<file path="src/design/scst_pkg.sv">
// shared types and constants for the shadow call stack tracker
// no dependencies
`default_nettype none
package scst_pkg;
  localparam int unsigned StackDepth = 32;
  localparam int unsigned DepW = $clog2(StackDepth + 1);
  localparam int unsigned OutDepW = 6;

  typedef enum logic [1:0] {
    EK_NONE = 2'd0,
    EK_JUMP = 2'd1,
    EK_CALL = 2'd2,
    EK_RET  = 2'd3
  } exit_kind_e;

  typedef enum logic [1:0] {
    EV_ENTER = 2'd0,
    EV_EXIT  = 2'd1,
    EV_CLASS = 2'd2
  } event_kind_e;

  typedef enum logic [1:0] {
    REG_START_EN = 2'd0,
    REG_START_FN = 2'd1,
    REG_STOP_EN  = 2'd2,
    REG_STOP_FN  = 2'd3
  } reg_idx_e;

  typedef enum logic [1:0] {
    ST_IDLE,
    ST_POP,
    ST_OUT
  } state_e;

  // one stack cell's contents
  typedef struct packed {
    logic [63:0] ptr;
    logic [15:0] fn;
    logic        rep;
  } entry_t;

  // chain control from the core
  typedef struct packed {
    logic   push;
    logic   pop;
    entry_t data;
  } chain_ctl_t;
endpackage
`default_nettype wire

</file>
<file path="src/design/scst_cell.sv">
// one stack cell: holds an entry, shifts toward the bottom on push and up on pop
// depends on scst_pkg
`default_nettype none
module scst_cell (
  input  wire logic                clk_i,
  input  wire logic                push_i,
  input  wire logic                pop_i,
  input  wire scst_pkg::entry_t    upper_i,
  input  wire scst_pkg::entry_t    lower_i,
  output scst_pkg::entry_t         q_o
);
  import scst_pkg::*;
  entry_t ent_q, ent_d;

  always_comb begin
    ent_d = ent_q;
    if (push_i) ent_d = upper_i;
    else if (pop_i) ent_d = lower_i;
  end

  always_ff @(posedge clk_i) begin
    ent_q <= ent_d;
  end

  assign q_o = ent_q;
endmodule
`default_nettype wire

</file>
<file path="src/design/scst_chain.sv">
// row of stack cells, cell 0 is the top of stack
// depends on scst_pkg and scst_cell
`default_nettype none
module scst_chain (
  input  wire logic                clk_i,
  input  wire scst_pkg::chain_ctl_t ctl_i,
  output scst_pkg::entry_t         top_o
);
  import scst_pkg::*;
  entry_t q [StackDepth];

  for (genvar g = 0; g < StackDepth; g++) begin : g_cell
    entry_t up, dn;
    if (g == 0) begin : g_top
      assign up = ctl_i.data;
    end else begin : g_mid
      assign up = q[g-1];
    end
    if (g == StackDepth - 1) begin : g_bot
      assign dn = q[g];
    end else begin : g_low
      assign dn = q[g+1];
    end
    scst_cell u_cell (
      .clk_i   (clk_i),
      .push_i  (ctl_i.push),
      .pop_i   (ctl_i.pop),
      .upper_i (up),
      .lower_i (dn),
      .q_o     (q[g])
    );
  end

  assign top_o = q[0];
endmodule
`default_nettype wire

</file>
<file path="config.mk">
export PLATFORM = sky130hd
export DESIGN_NAME = scst_chain
export DESIGN_NICKNAME = d
export VERILOG_FILES = /design/src/design/scst_pkg.sv /design/src/design/scst_cell.sv /design/src/design/scst_chain.sv
export SDC_FILE = /design/constraint.sdc
export NUM_CORES = 2
export LEC_CHECK = 0
export ABC_AREA = 0
export BUFFER_PORTS_ARGS = -buffer_cell sky130_fd_sc_hd__buf_2
export CORE_UTILIZATION = 35
export DETAILED_ROUTE_END_ITERATION = 8
export GPL_TIMING_DRIVEN = 1
export PLACE_DENSITY = 0.52
export SYNTH_ARGS = -nofsm -noshare
export SYNTH_HDL_FRONTEND = slang
export SYNTH_SLANG_ARGS = --single-unit
</file>
<file path="constraint.sdc">
create_clock -name clk_i -period 42.3 [get_ports clk_i]
set_input_delay 6.345 -clock clk_i [delete_from_list [all_inputs] [get_ports clk_i]]
set_output_delay 6.345 -clock clk_i [all_outputs]
set_load 0.01 [all_outputs]
</file>
==> qor.yml <==
layout:
  fillerInstances: 27900
  ff_latch_area_sq_um: 77800
  area_growth_syn_to_layout_pct: 11.9
  finish.instance_area_sq_um: 122000
  drive_gt1_share_pct: 53.0
  largest_reg_flops: 2592
  final_util_pct: 39.4
  final_nets: 5694
  multi_input_area_sq_um: 28300
yosys:
  synthSimpleGateAreaFrac_pct: 0.00576
  syn_avg_cell_area_sq_um: 20.2
  synth_top_area_share_pct: 71.6
  synthAdderAreaFrac_pct: 0
  async_flop_share_pct: 0
  synth.area.top_cells: "edfxtp_1 (72%), mux2_2 (26%), buf_6 (1.9%)"
  synth_warnings: 0
  synth_top_area_cell: "edfxtp_1"
  synth_cells: 5383
  synth.area.mux_share_pct: 26.0
  synth_area_sq_um: 109000
  yosys.cell_count.top_type: "edfxtp_1"
  syn-num-nets: 5467
  ys_ff_latch: 2592
  synth_top_family_by_area: "multiplexers"
  synth_cell_types: 5
  synth_edf_count: 2592
  yosys_most_used_dff: "edfxtp_1"
  yosys-top-cells-count: "edfxtp_1 (2592), mux2_2 (2511), buf_6 (187)"
  synth-xor-area-share_pct: 0
  synth_compound_area_share_pct: 0
  seq_area_frac_synth_pct: 71.6
power_and_ir_drop:
  pwr-share-clk_pct: 36.1
  irDropWorstVdd_uv: 30.1
  seqPwrFrac_pct: 55.0
  p_switching_mw: 1.43
  p_sw_share_pct: 21.6
  leakagePower_nw: 41.7
  combPwrFrac_pct: 8.9
  intPower_mw: 5.19
  power_density_nw_per_um2: 54.4
placement:
  placed_area_sq_um: 113000
  dp_slack_ns: 29.10
  gp_congestion: 0.645
  io_buffers: 164
  dp_hpwl_mm: 79.0
clock_network:
  htree_levels: 5
  postCtsHoldBufs: 0
  clock-root-buffer: "clkbuf_16"
  cts.sinks: 2592
  insertion_delay_ns: 0.88
  post_cts_buffers: 0
  clkTransAtPathRegs_ns: 0.06
  cts.repair.resized: 0
  cts_tree: "yes"
  clock_path_buffers: 4
  numCtsBuffers: 293
route:
  ant_nets: 0
  avgRoutedWirePerCell_um: 15.0
  firstDrtPassIters: 9
  drcViolationCount: 22
  vias_per_cell: 4.66
  vias: 46300
  first_iter_violations: 3452
  drt-total-wl_mm: 149
timing:
  period_minus_slack_ns: 12.43
  worst_slew_pin_slew_ns: 1.45
  timing.hold.ws_ns: 0.425
  max_freq_ghz: 0.0805
  slew_viol_final: 0
  fin_crit_sh_pct: 29.4
  fin_tns_setup_ns: 0
  finClkSkew_ns: 0.0604
  setup_viol: 0
  max_slew_margin_pct: 3.34
  hold_viol: 0
  rsz0062_at_grt: "no"
  worst_slack_ns: 29.87
critical_path:
  crit_required_ns: 42.89
  cp.arrival_ns: 13.02
  crit_fanout: 198
  end_kind: "register"
  path_class: "input pin to register"
  reg2reg_depth: 1
  start_kind: "input pin"
die:
  initial_core_util_pct: 35.2
  die_w_um: 559
  io_pins: 165
  die_height_um: 559
  core.rowCount: 204
  fp.dieArea_sq_um: 313000
  core_area_sq_um: 309000
global_routing:
  grt_max_degree: 219
  grt_pass1_wl_mm: 255
  track_usage_pct: 9.37
  grt_pass1_vias: 49500
  grt-ovfl-total: 0
  antenna_found_initial: 1
status:
  violations: "DRC"
  status: "finished, violations left"
flow_run:
  cap_violations: 0
min_path:
  hold_class: "register to register"
  min_path_cells: 0
-- cells by family after synthesis --
family / after synthesis
flip-flops: 2592
buffers and inverters: 279
multiplexers: 2511
AND/OR/NAND/NOR: 1
-- power by group through the flow --
stage | registers (mW) | clock network, mW | logic, mW
global route | 3.71 | 2.59 | 0.651
global placement | 3.69 | 0 | 0.568
floorplan | 3.74 | 0 | 0.523
CTS | 3.65 | 2.50 | 0.600
finish | 3.64 | 2.39 | 0.590
detailed placement | 3.70 | 0 | 0.597
-- final cells by class --
class	instances	area share (%)
multi-input cells	2512	23.3
diodes	1	0.00206
flip-flops and latches	2592	64.0
clock buffers	376	6.35
repair buffers	211	1.12
well taps	4120	4.24
clock inverters	139	1.06
-- final timing paths --
path / from / end / slack, ns
max reg2reg: g_cell[0].u_cell.q_o[10] / g_cell[1].u_cell.q_o[10] / 41.29
min: g_cell[30].u_cell.q_o[26] / g_cell[31].u_cell.q_o[26] / 0.42
min reg2reg: g_cell[30].u_cell.q_o[26] / g_cell[31].u_cell.q_o[26] / 0.42
max: ctl_i[82] / g_cell[3].u_cell.q_o[12] / 29.87
-- critical path: stages --
cell	delay [ns]
buf_12	0.21
buf_4	0.81
buf_4	0.93
buf_12	0.55
buf_4	0.69
buf_12	0.70
buf_12	0.75
buf_12	0.67
mux2_2	0.43
-- metal layers --
metal	part of all wire, %	vias to the layer above	global-route usage, %	wire, um
met4	3.3	0	3.73	4970
met3	3.5	326	1.70	5260
met2	46	525	14.7	69000
met5	0	-	0	0
met1	47	23500	12.8	69800
li1	-	22000	-	-
-- stage by stage --
stage,total power [mW],std cells
2_1_floorplan,4.26,5383
3_3_place_gp,4.25,9435
3_5_place_dp,4.30,9435
4_1_cts,6.75,9950
5_1_grt,6.95,9951
6_report,6.62,9951
-- cell usage in the layout (no fill, tap or decap) --
cell / Yosys / routed
edfxtp_1: 2592 / 2592
buf_12: 0 / 15
bufinv_16: 0 / 13
clkinv_8: 0 / 6
clkbuf_1: 0 / 79
or2_4: 0 / 1
buf_4: 0 / 33
clkinv_2: 0 / 30
mux2_2: 2511 / 2511
clkinv_4: 0 / 1
inv_6: 0 / 6
diode_2: 0 / 1
clkinv_1: 0 / 67
buf_2: 92 / 163
clkinvlp_4: 0 / 3
clkinv_16: 0 / 5
clkbuf_16: 0 / 297
inv_16: 0 / 8
Note: power is estimated with default switching activity, not from simulation.
